[config.mk]
export PLATFORM = sky130hd
export DESIGN_NAME = adc_block_average_temperature_core
export DESIGN_NICKNAME = d
export VERILOG_FILES = /design/src/hdl/adcbat_pkg.sv /design/src/hdl/adc_block_average_temperature_core.sv
export SDC_FILE = /design/constraint.sdc
export NUM_CORES = 1
export LEC_CHECK = 0
export BUFFER_PORTS_ARGS = -buffer_cell sky130_fd_sc_hd__buf_2
export CORE_AREA = 2 2 199 201
export CTS_CLUSTER_DIAMETER = 30
export DETAILED_ROUTE_END_ITERATION = 8
export DIE_AREA = 0 0 201 203
export PLACE_DENSITY_LB_ADDON = 0.3
export SLEW_MARGIN = 20
export SYNTH_ARGS = -nofsm -noshare
export SYNTH_HDL_FRONTEND = slang
export SYNTH_SLANG_ARGS = --single-unit
[constraint.sdc]
create_clock -name i_clk -period 7.3 [get_ports i_clk]
set_clock_uncertainty 0.2 [all_clocks]
set_input_delay 0.365 -clock i_clk [delete_from_list [all_inputs] [get_ports i_clk]]
set_output_delay 0.365 -clock i_clk [all_outputs]
set_load 0.02 [all_outputs]
[src/hdl/adcbat_pkg.sv]
`timescale 1ns / 1ps
`default_nettype none
// ----------------------------------------------------------------------------
// adcbat_pkg
// Shared widths, conversion constants and the controller state type for the
// ADC block-average temperature core.
// ----------------------------------------------------------------------------
package adcbat_pkg;

    localparam int CODE_W     = 12;   // converter code
    localparam int TEMP_W     = 20;   // signed Q.8 temperature
    localparam int SLOT_OUT_W = 4;    // reported history slot
    localparam int FILL_OUT_W = 5;    // reported valid count

    // floor(code * 337920 / 4095) as a multiplication by a rounded-up
    // reciprocal and a right shift by 21. The rounding error stays below one
    // part in 273 over all 12-bit codes, so the quotient is exact.
    localparam int RECIP_W     = 28;
    localparam int RECIP_SHIFT = 21;
    localparam logic [RECIP_W-1:0] RECIP_NUM = 28'd173057291;
    localparam int PROD_W = CODE_W + RECIP_W;
    localparam int QUOT_W = 19;       // scaled quotient is at most 337920
    localparam logic signed [TEMP_W-1:0] TEMP_OFFSET = 20'sd71424;

    // Mean divider: the numerator holds a block sum of up to 4096 full-scale
    // codes.
    localparam int NUM_W  = 24;
    localparam int STEP_W = $clog2(NUM_W);

    typedef enum logic [5:0] {
        S_ACC   = 6'b000001,
        S_DIV   = 6'b000010,
        S_MUL   = 6'b000100,
        S_WRITE = 6'b001000,
        S_READ  = 6'b010000,
        S_OUT   = 6'b100000
    } t_state;

endpackage
`default_nettype wire

[src/hdl/adc_block_average_temperature_core.sv]
`timescale 1ns / 1ps
`default_nettype none
// ----------------------------------------------------------------------------
// adc_block_average_temperature_core
// Averages blocks of converter samples and converts the mean code to a
// signed Q.8 temperature, keeping the results in a history ring.
// ----------------------------------------------------------------------------
//
//  channel   direction  handshake                     payload
//  -------   ---------  ----------------------------  ------------------------
//  input     in         i_in_valid / o_in_stall       i_adc_sample, i_last_sample
//  result    out        o_out_valid / i_out_stall     o_temperature_q8,
//                                                     o_average_code,
//                                                     o_slot_written,
//                                                     o_valid_count
//
// A sample that does not close its block is taken at once, and the next
// sample may follow in the very next cycle. A closing sample holds the input
// stalled while its result is formed: the restoring divider resolves one bit
// of the mean per cycle, a multiply step then scales the mean by a fixed
// reciprocal to give the temperature, and the history memory is written and
// read back through its single port before the result word is loaded. The
// result register waits for as long as i_out_stall is held, while
// accumulation of the next block carries on; a further closing sample then
// waits in the last step, with the input stalled, until the register is
// free. Reset is synchronous and active low; it clears the accumulator,
// slot, fill count and the control state. The history memory is not
// cleared, so reset does not need to walk through it.
//
module adc_block_average_temperature_core #(
    parameter int HISTORY_DEPTH = 16,
    parameter int MAX_BLOCK     = 256
) (
    input  wire logic                                   i_clk,
    input  wire logic                                   i_rst_n,
    input  wire logic                                   i_in_valid,
    output logic                                        o_in_stall,
    input  wire logic [adcbat_pkg::CODE_W-1:0]          i_adc_sample,
    input  wire logic                                   i_last_sample,
    output logic                                        o_out_valid,
    input  wire logic                                   i_out_stall,
    output logic signed [adcbat_pkg::TEMP_W-1:0]        o_temperature_q8,
    output logic [adcbat_pkg::CODE_W-1:0]               o_average_code,
    output logic [adcbat_pkg::SLOT_OUT_W-1:0]           o_slot_written,
    output logic [adcbat_pkg::FILL_OUT_W-1:0]           o_valid_count
);
    import adcbat_pkg::*;

    // The block sum never exceeds MAX_BLOCK full-scale codes.
    localparam int SUM_W  = $clog2(MAX_BLOCK * 4095 + 1);
    localparam int CNT_W  = $clog2(MAX_BLOCK + 1);
    localparam int DEN_W  = CNT_W;
    localparam int SLOT_W = $clog2(HISTORY_DEPTH);
    localparam int FILL_W = $clog2(HISTORY_DEPTH + 1);

    localparam logic [CNT_W-1:0]  MAX_CNT   = CNT_W'(MAX_BLOCK);
    localparam logic [SLOT_W-1:0] LAST_SLOT = SLOT_W'(HISTORY_DEPTH - 1);
    localparam logic [FILL_W-1:0] FULL_FILL = FILL_W'(HISTORY_DEPTH);
    localparam logic [STEP_W-1:0] LAST_STEP = STEP_W'(NUM_W - 1);

    t_state r_state;

    // Block accumulator.
    logic [SUM_W-1:0] r_sum;
    logic [CNT_W-1:0] r_count;
    logic [SUM_W-1:0] n_sum;
    logic [CNT_W-1:0] n_count;

    // Restoring divider for the mean. The quotient shifts in behind the
    // numerator.
    logic [NUM_W-1:0]  r_num;
    logic [DEN_W-1:0]  r_den;
    logic [DEN_W-1:0]  r_rem;
    logic [STEP_W-1:0] r_step;
    logic [DEN_W:0]    w_trial;
    logic              w_qbit;
    logic [DEN_W-1:0]  n_rem;

    logic [CODE_W-1:0]        r_mean;
    logic [PROD_W-1:0]        w_prod;
    logic signed [TEMP_W-1:0] r_temp;

    // History ring and its bookkeeping.
    logic signed [TEMP_W-1:0] r_ring [HISTORY_DEPTH];
    logic signed [TEMP_W-1:0] r_rd_data;
    logic [SLOT_W-1:0]        r_slot;
    logic [SLOT_W-1:0]        r_slot_wr;
    logic [FILL_W-1:0]        r_fill;

    logic w_in_take;
    logic w_out_load;
    logic [SLOT_W+SLOT_OUT_W-1:0] w_slot_ext;
    logic [FILL_W+FILL_OUT_W-1:0] w_fill_ext;

    assign o_in_stall = (r_state != S_ACC);
    assign w_in_take  = i_in_valid && (r_state == S_ACC);
    assign w_out_load = (r_state == S_OUT) && (!o_out_valid || !i_out_stall);

    // Samples beyond the maximum block length are dropped, the closing mark
    // is still honoured.
    always_comb begin
        n_sum   = r_sum;
        n_count = r_count;
        if (r_count < MAX_CNT) begin
            n_sum   = r_sum + SUM_W'(i_adc_sample);
            n_count = r_count + CNT_W'(1);
        end
    end

    always_comb begin
        w_trial = {r_rem, r_num[NUM_W-1]};
        w_qbit  = (w_trial >= {1'b0, r_den});
        if (w_qbit) begin
            n_rem = DEN_W'(w_trial - {1'b0, r_den});
        end else begin
            n_rem = w_trial[DEN_W-1:0];
        end
    end

    // Mean scaled by 337920 / 4095 through the fixed reciprocal.
    assign w_prod = PROD_W'(r_mean) * PROD_W'(RECIP_NUM);

    // Control state, accumulator and ring pointers.
    always_ff @(posedge i_clk) begin
        if (!i_rst_n) begin
            r_state     <= S_ACC;
            r_sum       <= '0;
            r_count     <= '0;
            r_slot      <= '0;
            r_fill      <= '0;
            o_out_valid <= 1'b0;
        end else begin
            if (w_out_load) begin
                o_out_valid <= 1'b1;
            end else if (!i_out_stall) begin
                o_out_valid <= 1'b0;
            end
            case (r_state)
                S_ACC: begin
                    if (w_in_take) begin
                        if (i_last_sample) begin
                            r_sum   <= '0;
                            r_count <= '0;
                            r_state <= S_DIV;
                        end else begin
                            r_sum   <= n_sum;
                            r_count <= n_count;
                        end
                    end
                end
                S_DIV: begin
                    if (r_step == LAST_STEP) begin
                        r_state <= S_MUL;
                    end
                end
                S_MUL: begin
                    r_state <= S_WRITE;
                end
                S_WRITE: begin
                    r_slot <= (r_slot == LAST_SLOT) ? '0 : r_slot + SLOT_W'(1);
                    if (r_fill < FULL_FILL) begin
                        r_fill <= r_fill + FILL_W'(1);
                    end
                    r_state <= S_READ;
                end
                S_READ: begin
                    r_state <= S_OUT;
                end
                S_OUT: begin
                    if (w_out_load) begin
                        r_state <= S_ACC;
                    end
                end
                default: begin
                    r_state <= S_ACC;
                end
            endcase
        end
    end

    // Divider datapath and conversion results.
    always_ff @(posedge i_clk) begin
        case (r_state)
            S_ACC: begin
                r_num  <= NUM_W'(n_sum);
                r_den  <= DEN_W'(n_count);
                r_rem  <= '0;
                r_step <= '0;
            end
            S_DIV: begin
                r_num  <= {r_num[NUM_W-2:0], w_qbit};
                r_rem  <= n_rem;
                r_step <= r_step + STEP_W'(1);
                if (r_step == LAST_STEP) begin
                    if (r_den == '0) begin
                        r_mean <= '0;
                    end else begin
                        r_mean <= {r_num[CODE_W-2:0], w_qbit};
                    end
                end
            end
            S_MUL: begin
                r_temp <= $signed({1'b0, w_prod[RECIP_SHIFT +: QUOT_W]}) - TEMP_OFFSET;
            end
            S_WRITE: begin
                r_slot_wr <= r_slot;
            end
            default: begin
            end
        endcase
    end

    // History memory: written once per block, read back to form the word.
    always_ff @(posedge i_clk) begin
        if (r_state == S_WRITE) begin
            r_ring[r_slot] <= r_temp;
        end
        if (r_state == S_READ) begin
            r_rd_data <= r_ring[r_slot_wr];
        end
    end

    assign w_slot_ext = {{SLOT_OUT_W{1'b0}}, r_slot_wr};
    assign w_fill_ext = {{FILL_OUT_W{1'b0}}, r_fill};

    // Result word register.
    always_ff @(posedge i_clk) begin
        if (w_out_load) begin
            o_temperature_q8 <= r_rd_data;
            o_average_code   <= r_mean;
            o_slot_written   <= w_slot_ext[SLOT_OUT_W-1:0];
            o_valid_count    <= w_fill_ext[FILL_OUT_W-1:0];
        end
    end

endmodule
`default_nettype wire
# After elaboration in Yosys (flattened, before gate mapping)
# Memory sizes are Yosys's and may differ from the RTL's. A register that Yosys moved wholly into a read port is not among the register bits.
# Cells that the tools add are included.
[totals]
register_bits = 169
latch_bits = 0
ram_bits = 320
romBits = 0
in_bits = 17
out_inout_bits = 43
word_cells = 72
mem_count = 1
[classes]
add_sub_neg = 7
n_mul = 1
div_mod_pow = 0
n_lt_le_gt_ge = 3
eq_ne = 14
n_shift = 0
muxes = 18
bitwise_logic = 0
n_reduce_logical = 11
[memory_table]
columns = ["memory", "words", "word_bits", "rd", "rd_clocked_by_memory_dff", "write_ports", "line", "text"]
rows = [
  ["r_ring", 16, 20, 1, 1, 1, "adc_block_average_temperature_core.sv:84", "logic signed [TEMP_W-1:0] r_ring [HISTORY_DEPTH];"],
]
[op_table]
columns = ["cell", "count"]
rows = [
  ["$pmux W24 S2", 1],
  ["$mul A12 B28 Y40 const B", 1],
  ["$mux W20", 2],
  ["$pmux W6 S6", 1],
  ["$mux W9", 3],
  ["$mux W6", 4],
  ["$add A20 B12 Y20", 1],
  ["$sub A19 B17 Y20 const B", 1],
  ["$pmux W9 S2", 1],
  ["$add A5 B1 Y5 const B", 2],
  ["$ge A10 B9 Y1", 1],
  ["$pmux W5 S2", 1],
  ["$add A9 B1 Y9 const B", 1],
  ["$logic_not A9 Y1", 1],
  ["$lt A9 B9 Y1 const B", 1],
  ["$sub A9 B9 Y9", 1],
  ["$ne A2 B2 Y1 const B", 4],
  ["$eq A6 B1 Y1 const B", 1],
  ["$eq A6 B2 Y1 const B", 1],
  ["$eq A6 B3 Y1 const B", 1],
  ["$eq A6 B4 Y1 const B", 1],
  ["$eq A6 B5 Y1 const B", 1],
  ["$eq A6 B6 Y1 const B", 1],
  ["$ne A6 B1 Y1 const B", 1],
  ["other kinds (13)", 20],
]

# Longest topological paths before layout
# Gate-level depths: netlist of run 1.
[depth]
ltp_word = 5
ltp_mapped = 24
mapped_depth_nobuf = 24

# Least setup slack after synthesis of run 1
# Ideal clock, no wire load.
[synth_timing]
path_kind = "flip-flop to flip-flop"
from = "register r_mean[11]"
to = "register r_temp[18] (data pin)"
setup_time_ns = 0.265
arrival_ns = 5.582
t_required_ns = 6.835
slack_ns = 1.253
path_stages_with_launch = 25
n_path_buf = 0
synth_period_minus_slack_ns = 6.047
cell_sequence = "edfxtp_1 -> ha_1 -> inv_1 -> fa_1 -> inv_1 -> fa_1 -> fa_1 -> inv_1 -> fa_1 -> inv_1 -> ha_1 -> o211ai_1 -> a21o_1 -> and2_2 -> o31a_4 -> o211ai_2 -> a31o_4 -> xor2_2 -> ha_1 -> o21ai_0 -> o21ai_2 -> a211o_1 -> a311oi_2 -> o211ai_2 -> xnor2_1"
[synth_via]
elab_chain_len = 2
[synth_rtl]
columns = ["item", "line", "text"]
rows = [
  ["from (decl)", "adc_block_average_temperature_core.sv:79", "logic [CODE_W-1:0] r_mean;"],
  ["from (signal assigned)", "adc_block_average_temperature_core.sv:198", "r_mean <= {r_num[CODE_W-2:0], w_qbit};"],
  ["$mul A12 B28 Y40", "adc_block_average_temperature_core.sv:121", "assign w_prod = PROD_W'(r_mean) * PROD_W'(RECIP_NUM);"],
  ["$sub A19 B17 Y20", "adc_block_average_temperature_core.sv:203", "r_temp <= $signed({1'b0, w_prod[RECIP_SHIFT +: QUOT_W]}) - TEMP_OFFSET;"],
  ["to (signal assigned)", "adc_block_average_temperature_core.sv:203", ""],
  ["to (decl)", "adc_block_average_temperature_core.sv:81", "logic signed [TEMP_W-1:0] r_temp;"],
]
# No other way between the ends.
# A chain may end at the register's enable or synchronous reset.

# Worst setup path after layout of run 1
[layout_timing]
from = "register r_mean[10]"
to = "register r_temp[18] (data pin)"
# Same word-level chain as after synthesis.

==> metrics, run 1 <==
I/O pins=60; r2r setup slk=0.83 ns; Via Count=13,600; hold depth=4; PortBufs=just under 60; 1st-iter DRT viols=1,316; die height=203 um; hold path startpoint=i_in_valid; Top FF cell, synth=edfxtp_1; Hold EP=r_state[0]; fillcell total=roughly 2,300; Synth area leader=edfxtp_1; max-slew violations=0; Num CTS Buffers=88; largest net degree at the start of global routing=61; actual slew at the worst max-slew pin=1.09 ns; number of global-route vias before repair=14,100; CP arrival=6.61 ns; global route overflow=0; cell row count=72; status=finished, final reports clean; final cell utilization of the core=0.725; syn_area_per_cell=15.7 sq um; GRT Total Usage=0.277; dpl ws=between 0.8 and 0.9 ns; CP cell instances=ha_1 -> inv_1 -> fa_1 -> inv_1 -> fa_1 -> fa_1 -> inv_1 -> fa_1 -> inv_1 -> ha_1 -> o211ai_1 -> a21o_1 -> and2_2 -> o31a_4 -> o211ai_2 -> a31o_4 -> xor2_2 -> ha_1 -> o21ai_0 -> o21ai_2 -> a211o_1 -> a311oi_2 -> o211ai_2 -> xnor2_1; Pre-Repair DR Iteration Count=6; Non-Filler Instances=2,233; DR vias/cell=6.08; Worst Hold Class=in -> reg; Seq/Total Area, Yosys=0.619; placed instance count=2,067; Wirelength per Cell=24.4 um; Post-synth top cells=edfxtp_1, ha_1, inv_1, mux4_2, nand2_1; R2R cell count=24; Placer Congestion=0.858; final wirelength=~54 mm; fmax=155 MHz; Final Net Count=between 1,500 and 2,000; Seq. cell area=14,800 sq um; Crit-path slowest cell=edfxtp_1; asr flop ratio synth=0; H-tree levels=3; #FFs+latches synth=approximately 510; CP endpoint kind=register; initial core utilization=0.623; Detailed Place HPWL=30.4 mm; Cells after Synth=1,532; Clk Latency, worst-skew pair=between 0.6 and 0.7 ns; Synth Warn #=0; Final WS setup=0.828 ns; CTS Sinks=between 500 and 600; Setup CP Type=reg -> reg; Critical Path RT=7.44 ns; final hold viol count=0; Yosys cell types=82; die width=201 um; PostCTS Resize Cnt=0; clock-pin slew on the worst setup and hold paths=0.05 ns; TritonCTS clock tree=built; area of the multi-input gates=8630 sq um; worst vdd ir=0.233 mV; top cells by area, synth=edfxtp_1, mux4_2, ha_1; Clock Tree Root=clkbuf_16; ANT cells=0; core region area=38,500 sq um; Mapped Area=approximately 24,000 sq um; first-pass GRT wire length=84.1 mm; Critical Path Fanout Max=7; Max Cap Viol=0; FF-to-FF Start=r_mean[10]; LEAKAGE=10.2 nW; number of enable flip-flop cells after synthesis=between 400 and 500; setup TNS=0 ns; area grow syn2layout=16.3%; Worst R2R End=r_temp[18]; DIE AREA=~41,000 sq um; postcts setup bufs=0; Yosys top cell area share=0.581; count leader, synth=edfxtp_1; Final setup viols=0; antenna-violating nets left=0; CP Launch Type=register; slowest cell delay on critical path=0.51 ns; DR DRC count=0; fin crit period=6.47 ns; syn nets=between 1,500 and 2,000; pwr dens=299 nW/um^2; Rel. slew slack=0.272; share of cells above drive strength 1=0.217; initial antenna violation count=0; period utilisation layout=0.887; RSZ-0062 raised after global routing=no; Longest Clk Path Bufs=3
[per-layer routing]
layer  up-vias  GRT usage  share of wire
met5         -          0              0
met4         0      0.106          0.030
met3       106     0.0475          0.064
met2       546      0.485           0.52
met1      6835      0.349           0.39
li1       6097          -              -
[flip-flops by register name, indices dropped and copies added (netlist names), 9 cells and up]
signal,flops
o_average_code,12
o_temperature_q8,20
r_count,9
r_den,9
r_mean,12
r_num,24
r_rd_data,20
r_rem,9
r_ring,320
r_sum,20
r_temp,20
[logic make-up (layout without fill, tap and decap cells)]
family / count (synthesis) / count (layout) / synth area share
simple gates: 299 / 299 / 0.0655
compound gates: 198 / 198 / 0.0579
buf+inv: 170 / 353 / 0.0275
fa+ha+maj: 178 / 178 / 0.107
xor+xnor: 61 / 61 / 0.0226
mux: 117 / 117 / 0.101
flops: 509 / 509 / 0.619
[worst max-delay path by stage]
stage,start,endpoint,depth (start not counted)
after floorplan,r_mean[11],r_temp[18],24
after global placement,r_mean[11],r_temp[18],24
after detailed placement,r_mean[10],r_temp[18],24
after CTS,r_mean[10],r_temp[18],24
after global routing,r_mean[10],r_temp[18],24
final,r_mean[10],r_temp[18],24
[worst max-delay path: cells and delay by family, from the launching register on]
kind            cells  cell delay (ns)
fa+ha+maj           7             2.80
compound gates     10             2.07
simple gates        1             0.20
buf+inv             4             0.21
xor+xnor            2             0.22
flops               1             0.51
[cells in the final DEF (no fill, tap or decap), drive strengths merged, types with 4 or more instances in the layout]
| master | netlist | layout |
|---|---|---|
| dfxtp | 45 | 45 |
| clkbuf | 44 | 105 |
| fa | 44 | 44 |
| a22oi | 14 | 14 |
| o21ai | 37 | 37 |
| nand3 | 22 | 22 |
| nor2 | 60 | 60 |
| a21o | 24 | 24 |
| nand2 | 65 | 65 |
| mux4 | 100 | 100 |
| nand2b | 8 | 8 |
| o211ai | 9 | 9 |
| or3 | 11 | 11 |
| nor3b | 5 | 5 |
| nand3b | 4 | 4 |
| bufinv | 0 | 6 |
| clkinvlp | 0 | 11 |
| o21bai | 12 | 12 |
| xor2 | 27 | 27 |
| nand4 | 15 | 15 |
| ha | 134 | 134 |
| a21oi | 47 | 47 |
| and2 | 34 | 34 |
| clkinv | 0 | 27 |
| a211oi | 5 | 5 |
| edfxtp | 464 | 464 |
| o31ai | 6 | 6 |
| xnor2 | 34 | 34 |
| inv | 110 | 125 |
| mux2i | 15 | 15 |
| and3 | 13 | 13 |
| a21boi | 4 | 4 |
| nor4 | 4 | 4 |
| buf | 16 | 78 |
| a31oi | 7 | 7 |
| nor3 | 15 | 15 |
| nor2b | 29 | 29 |
[per-stage QoR]
stage	hold WS (ns)	cell area [sq um]	power, W
3_3_place_gp	0.203	25000	0.00437
2_1_floorplan	0.200	24000	0.00416
6_report	0.0371	27900	0.00834
5_1_grt	0.0688	27900	0.00863
4_1_cts	0.0267	27900	0.00838
3_5_place_dp	0.205	25000	0.00439
[report_power, final]
group / internal (W) / switching [W] / leakage (nW)
logic: 0.000310 / 0.000547 / 4.22
clock network: 0.00252 / 0.00147 / 1.40
registers: 0.00340 / 0.0000944 / 4.61
[layout make-up]
cell class	count	area share
Multi-Input combinational cell	853	0.309
Sequential cell	509	0.532
Clock buffer	105	0.0835
Clock inverter	59	0.0209
Tap cell	518	0.0232
Timing Repair Buffer	79	0.0163
Inverter	110	0.0148
[what timing repair did]
action                                  in CTS  in global routing
hold buffers                                 1                  0
hold endpoints to repair                     1                  0
endpoints found under the setup margin       0                  0
No activity file was read; power rests on OpenSTA's default activity.
==> inputs of run 2 (changes only) <==
- CORE_AREA: 2 2 199 201 -> 2 2 163 244
- DIE_AREA: 0 0 201 203 -> 0 0 165 246
- REMOVE_ABC_BUFFERS: not set -> 1
==> run 2 against run 1 <==
  * Flip-flop and latch count is the same
  * Design area shrank 2.1%
  * Global-route usage is essentially flat
  * Register-to-register slack lost 0.16 ns
  * Sequential power is essentially flat
  * Highest routed layer unchanged
==> metrics, run 2 (synthesized netlist as in run 1, its figures left out) <==
Final Net Count=1,816 (-1.1%); PortBufs=59 (unchanged); Setup CP Type=reg -> reg; area grow syn2layout=13.9%; ANT cells=0 (unchanged); setup TNS=0 ns (unchanged); Pre-Repair DR Iteration Count=5 (-1); Clk pwr share=0.441 (-0.037); Detailed Place HPWL=32.6 mm (+7.3%); final wirelength=54.0 mm (-0.85%); Clock Tree Root=clkbuf_16; final hold viol count=0 (unchanged); Biggest register=r_ring; postcts setup bufs=0 (unchanged); CP arrival=6.77 ns (+0.16 ns); commonest non-fill, non-tap cell in the layout=edfxtp_1; share of cells above drive strength 1=0.204 (-0.0125); initial core utilization=0.624 (+0.000649); LEAKAGE=9.98 nW (-2.4%); sequential power share=0.447 (+0.028); Worst Hold Class=in -> reg; actual slew at the worst max-slew pin=1.09 ns (+0.00626 ns); worst vdd ir=0.261 mV (+12%); M2 GR Usage=0.500 (+0.0142); CTS Sinks=509 (unchanged); fin crit period=6.63 ns (+0.157 ns); Internal=0.00580 W (-6.9%); die height=246 um (+21%); initial antenna violation count=0 (unchanged); clock-pin slew on the worst setup and hold paths=0.06 ns (about the same); CP Launch Type=register; die width=165 um (-18%); max-slew violations=0 (unchanged); DR vias/cell=6.20 (+1.9%); Clk Latency, worst-skew pair=0.60 ns (about the same); Critical Path RT=7.44 ns (about the same); number of global-route vias before repair=14,300 (+1.8%); fmax=151 MHz (-2.4%); Max Cap Viol=0 (unchanged); Worst Hold Margin=0.0628 ns (+0.0258 ns); cell row count=88 (+22%); core region area=38,400 sq um (-0.10%); sw frac=0.257 (+0.00389); Critical Path Fanout Max=7 (unchanged); Switch Pwr=0.00201 W (-5.0%); Wirelength per Cell=24.8 um (+1.9%); Placer Congestion=0.890 (+3.7%); Longest Clk Path Bufs=3 (unchanged); global route overflow=0 (unchanged); first-pass GRT wire length=82.8 mm (-1.6%); status=finished, final reports clean; r2r setup slk=0.67 ns (-0.16 ns); GRT Total Usage=0.277 (about the same); combinational fraction of design power=0.112 (+0.009); biggest regs=r_ring (320), r_num (24); DR DRC count=0 (unchanged); 1st-iter DRT viols=947 (-28%); DIE AREA=40,600 sq um (-0.52%); Via Count=13,500 (-0.87%); H-tree levels=3 (unchanged); RSZ-0062 raised after global routing=no; Num CTS Buffers=70 (-20%); GRT busiest layer=met2; antenna-violating nets left=0 (unchanged); M3 GR Usage=0.0495 (+0.00198); CP endpoint kind=register; met1 Use GR=0.319 (-0.0300); largest net degree at the start of global routing=65 (+6.6%); Rel. slew slack=0.267 (-0.00490); I/O pins=60 (unchanged); TritonCTS clock tree=built; commonest cells after routing, fill and taps aside=edfxtp_1, ha_1, inv_1; number of flip-flops in the largest register=320 (unchanged); Final setup viols=0 (unchanged); pwr dens=286 nW/um^2 (-4.5%); period utilisation layout=0.908 (+0.0215)
run 2: changes by cell type in the layout (fill, tap and decap cells not counted), sizes merged:
cell	delta
clkbuf	-23
clkinv	-11
clkinvlp	-4
inv	+3
buf	-2
run 2: worst max-delay path: stages (launching register included):
cell	delay, ns
edfxtp_1	0.53
ha_1	0.34
inv_1	0.05
fa_1	0.49
inv_1	0.05
fa_1	0.42
fa_1	0.51
inv_1	0.06
fa_1	0.50
inv_1	0.04
ha_1	0.29
o211ai_1	0.09
a21o_1	0.18
and2_2	0.21
o31a_4	0.33
o211ai_2	0.26
a31o_4	0.24
xor2_2	0.09
ha_1	0.25
o21ai_0	0.13
o21ai_2	0.13
a211o_1	0.37
a311oi_2	0.33
o211ai_2	0.13
xnor2_1	0.14
run 2: area by class of cell:
cell class,instances,area (sq um)
Tap cell,495,619
Inverter,110,413
Clock buffer,82,1860
Sequential cell,509,14800
Clock inverter,47,542
Timing Repair Buffer,77,433
Fill cell,2368,11100
Multi-Input combinational cell,853,8620
run 2: power groups by stage:
stage	clock network (W)	logic [W]	registers (W)
finish	0.00344	0.000874	0.00349
global route	0.00361	0.000965	0.00351
CTS	0.00348	0.000874	0.00349
detailed placement	0	0.000869	0.00354
global placement	0	0.000840	0.00354
floorplan	0	0.000610	0.00354
run 2: final timing paths:
| check | endpoint | cells after the start | from |
|---|---|---|---|
| worst min register to register | o_temperature_q8[9] | 0 | r_rd_data[9] |
| worst max register to register | r_temp[18] | 24 | r_mean[10] |
| worst max-delay path | r_temp[18] | 24 | r_mean[10] |
| worst min-delay path | r_sum[18] | 4 | i_last_sample |
run 2: layer usage:
metal  vias to the layer above  share of wire
met3                       147          0.058
li1                       6036              -
met2                       545           0.54
met4                         0          0.043
met5                         -              0
met1                      6738           0.36
run 2: per-stage QoR:
step                      area, sq um  utilization  cells  total power, W  setup WS [ns]
final                           27300        0.711   2173         0.00781          0.671
after floorplan                 23700            -   1472         0.00415           1.24
after global routing            27300        0.711   2173         0.00808          0.443
after detailed placement        24900        0.648   2043         0.00441          0.741
after global placement          24900        0.648   2043         0.00438          0.905
after CTS                       27300        0.711   2173         0.00785          0.693
run 2: timing repair:
item                       in CTS  in global routing
hold endpoints to repair        1                  0
setup endpoints to repair       0                  0
hold buffers                    1                  0
gates resized for setup         0                  0
==> inputs of run 3 (changes only) <==
- PLACE_DENSITY: not set -> 0.8
- PLACE_DENSITY_LB_ADDON: 0.3 -> not set
==> run 3 against run 2 <==
  * Worst setup slack improved by 0.046 ns
  * Highest routed layer unchanged
  * Critical endpoint unchanged
  * Utilization is essentially flat
  * Wire length fell by 0.98%
  * Power decreased by 0.72%
  * Critical path type unchanged
  * Clock-buffer cell count decreased by 9
==> metrics, run 3 (synthesized netlist as in run 1, its figures left out) <==
antenna-violating nets left=0 (unchanged); Final setup viols=0 (unchanged); final hold viol count=0 (unchanged); final wirelength=53.4 mm (-0.98%); Routed met2 length=29.0 mm (-0.35%); slowest cell delay on critical path=0.55 ns (+0.02 ns); initial antenna violation count=0 (unchanged); CTS Sinks=509 (unchanged); critical path's top delay family=adder cells; ANT cells=0 (unchanged); CP Launch Type=register; period utilisation layout=0.902 (-0.00630); worst path bufs/invs=2 (-2); share of cells above drive strength 1=0.207 (+0.00298); cell row count=88 (unchanged); Rel. slew slack=0.323 (+0.0562); clock-pin slew on the worst setup and hold paths=0.06 ns (about the same); die width=165 um (unchanged); global route overflow=0 (unchanged); fin crit period=6.58 ns (-0.0460 ns); 1st-iter DRT viols=848 (-10%); initial core utilization=0.624 (unchanged); placed instance count=2,045 (+0.098%); PostCTS Resize Cnt=0 (unchanged); Clock Tree Root=clkbuf_16; wire length on met3=3.16 mm (+1.3%); hold_buf cts=1 (unchanged); Max Cap Viol=0 (unchanged); H-tree levels=3 (unchanged); Setup CP Type=reg -> reg; number of flip-flops in the largest register=320 (unchanged); LEAKAGE=9.98 nW (about the same); Detailed Place HPWL=32.3 mm (-1.1%); first-pass GRT wire length=81.8 mm (-1.1%); commonest cells after routing, fill and taps aside=edfxtp_1, ha_1, inv_1; biggest regs=r_ring (320), r_num (24); Non-Filler Instances=2,173 (unchanged); Biggest register=r_ring; postcts setup bufs=0 (unchanged); pwr dens=284 nW/um^2 (-0.68%); Clk Latency, worst-skew pair=0.62 ns (+0.02 ns); core region area=38,400 sq um (unchanged); TritonCTS clock tree=built; I/O pins=60 (unchanged); DR vias/cell=6.24 (+0.71%); CP cell instances=ha_1 -> inv_1 -> fa_1 -> fa_1 -> fa_1 -> inv_1 -> ha_1 -> ha_1 -> nand2_1 -> or3_1 -> o31a_4 -> o211ai_2 -> a31o_4 -> xor2_2 -> ha_1 -> o21ai_0 -> o21ai_2 -> a211o_1 -> a311oi_2 -> o211ai_2 -> xnor2_1; RSZ-0062 raised after global routing=no; Num CTS Buffers=69 (-1.4%); worst vdd ir=0.248 mV (-5.2%); GRT Total Usage=0.275 (-0.00250); die height=246 um (unchanged); Placer Congestion=0.888 (-0.30%); PortBufs=59 (unchanged); CP endpoint kind=register; WL met1=18.9 mm (-2.7%); fillcell total=2,382 (+0.59%); commonest non-fill, non-tap cell in the layout=edfxtp_1; actual slew at the worst max-slew pin=1.01 ns (-0.0816 ns); critical path's most frequent cell=ha_1; Critical Path Fanout Max=7 (unchanged); Longest Clk Path Bufs=3 (unchanged); largest net degree at the start of global routing=65 (unchanged); DIE AREA=40,600 sq um (unchanged); top layer in use=met4; Pre-Repair DR Iteration Count=5 (unchanged); max-slew violations=0 (unchanged); CP arrival=6.71 ns (-0.06 ns); Worst Hold Class=in -> reg; fmax=152 MHz (+0.70%); Crit-path slowest cell=fa_1; DR DRC count=0 (unchanged); Finished Cell Area=27,300 sq um (about the same); Worst Hold Margin=0.0342 ns (-0.0286 ns); status=finished, final reports clean; area grow syn2layout=13.9% (about the same); Critical Path RT=7.43 ns (about the same); Wirelength per Cell=24.6 um (-0.98%); number of global-route vias before repair=14,300 (-0.15%); setup TNS=0 ns (unchanged); Via Count=13,600 (+0.71%); Final Net Count=1,817 (+0.055%); placed cell areas=24,900 sq um (about the same)
==> run 3: cell types whose count changed in the layout (fill, tap and decap cells not counted), sizes merged <==
| cell | before | now |
|---|---|---|
| clkinvlp | 7 | 8 |
| inv | 128 | 126 |
| clkinv | 16 | 25 |
| bufinv | 6 | 5 |
| buf | 76 | 78 |
| clkbuf | 82 | 73 |
==> run 3: per-stage QoR <==
step | util | setup slack [ns] | total power (W)
floorplan | - | 1.24 | 0.00415
global placement | 0.648 | 0.880 | 0.00437
detailed placement | 0.648 | 0.734 | 0.00440
CTS | 0.711 | 0.736 | 0.00780
global route | 0.711 | 0.449 | 0.00802
finish | 0.711 | 0.717 | 0.00775
==> run 3: routing by layer <==
layer,GRT usage,vias to the layer above
met5,0,-
met1,0.310,6865
li1,-,6042
met2,0.500,517
met4,0.131,0
met3,0.0483,137
==> run 3: final cells by class <==
type,instances,area [sq um],area share
timing repair buffer,79,448,0.0164
clock buffer,73,1780,0.0653
tap,495,619,0.0227
multi-input combinational,853,8610,0.315
sequential,509,14800,0.543
inverter,110,413,0.0151
clock inverter,54,602,0.0220
==> run 3: final timing paths <==
| path | from | endpoint | slack [ns] | cells after the start |
|---|---|---|---|---|
| worst max-delay path | r_mean[11] | r_temp[18] | 0.72 | 21 |
| worst min-delay path | i_in_valid | r_state[0] | 0.03 | 4 |
| worst max register to register | r_mean[11] | r_temp[18] | 0.72 | 21 |
| worst min register to register | r_rd_data[11] | o_temperature_q8[11] | 0.22 | 0 |
==> run 3: power breakdown <==
part	switching [W]	internal [W]	leakage [nW]	total, W
registers	0.0000928	0.00339	4.61	0.00349
clock network	0.00138	0.00202	1.15	0.00341
logic	0.000546	0.000309	4.22	0.000856
==> run 3: worst min-delay path, delay by kind of cell <==
kind                   cells  cell delay (ns)
AO/OA/AOI/OAI              2             0.18
AND/OR/NAND/NOR            1             0.15
buffers and inverters      1             0.10
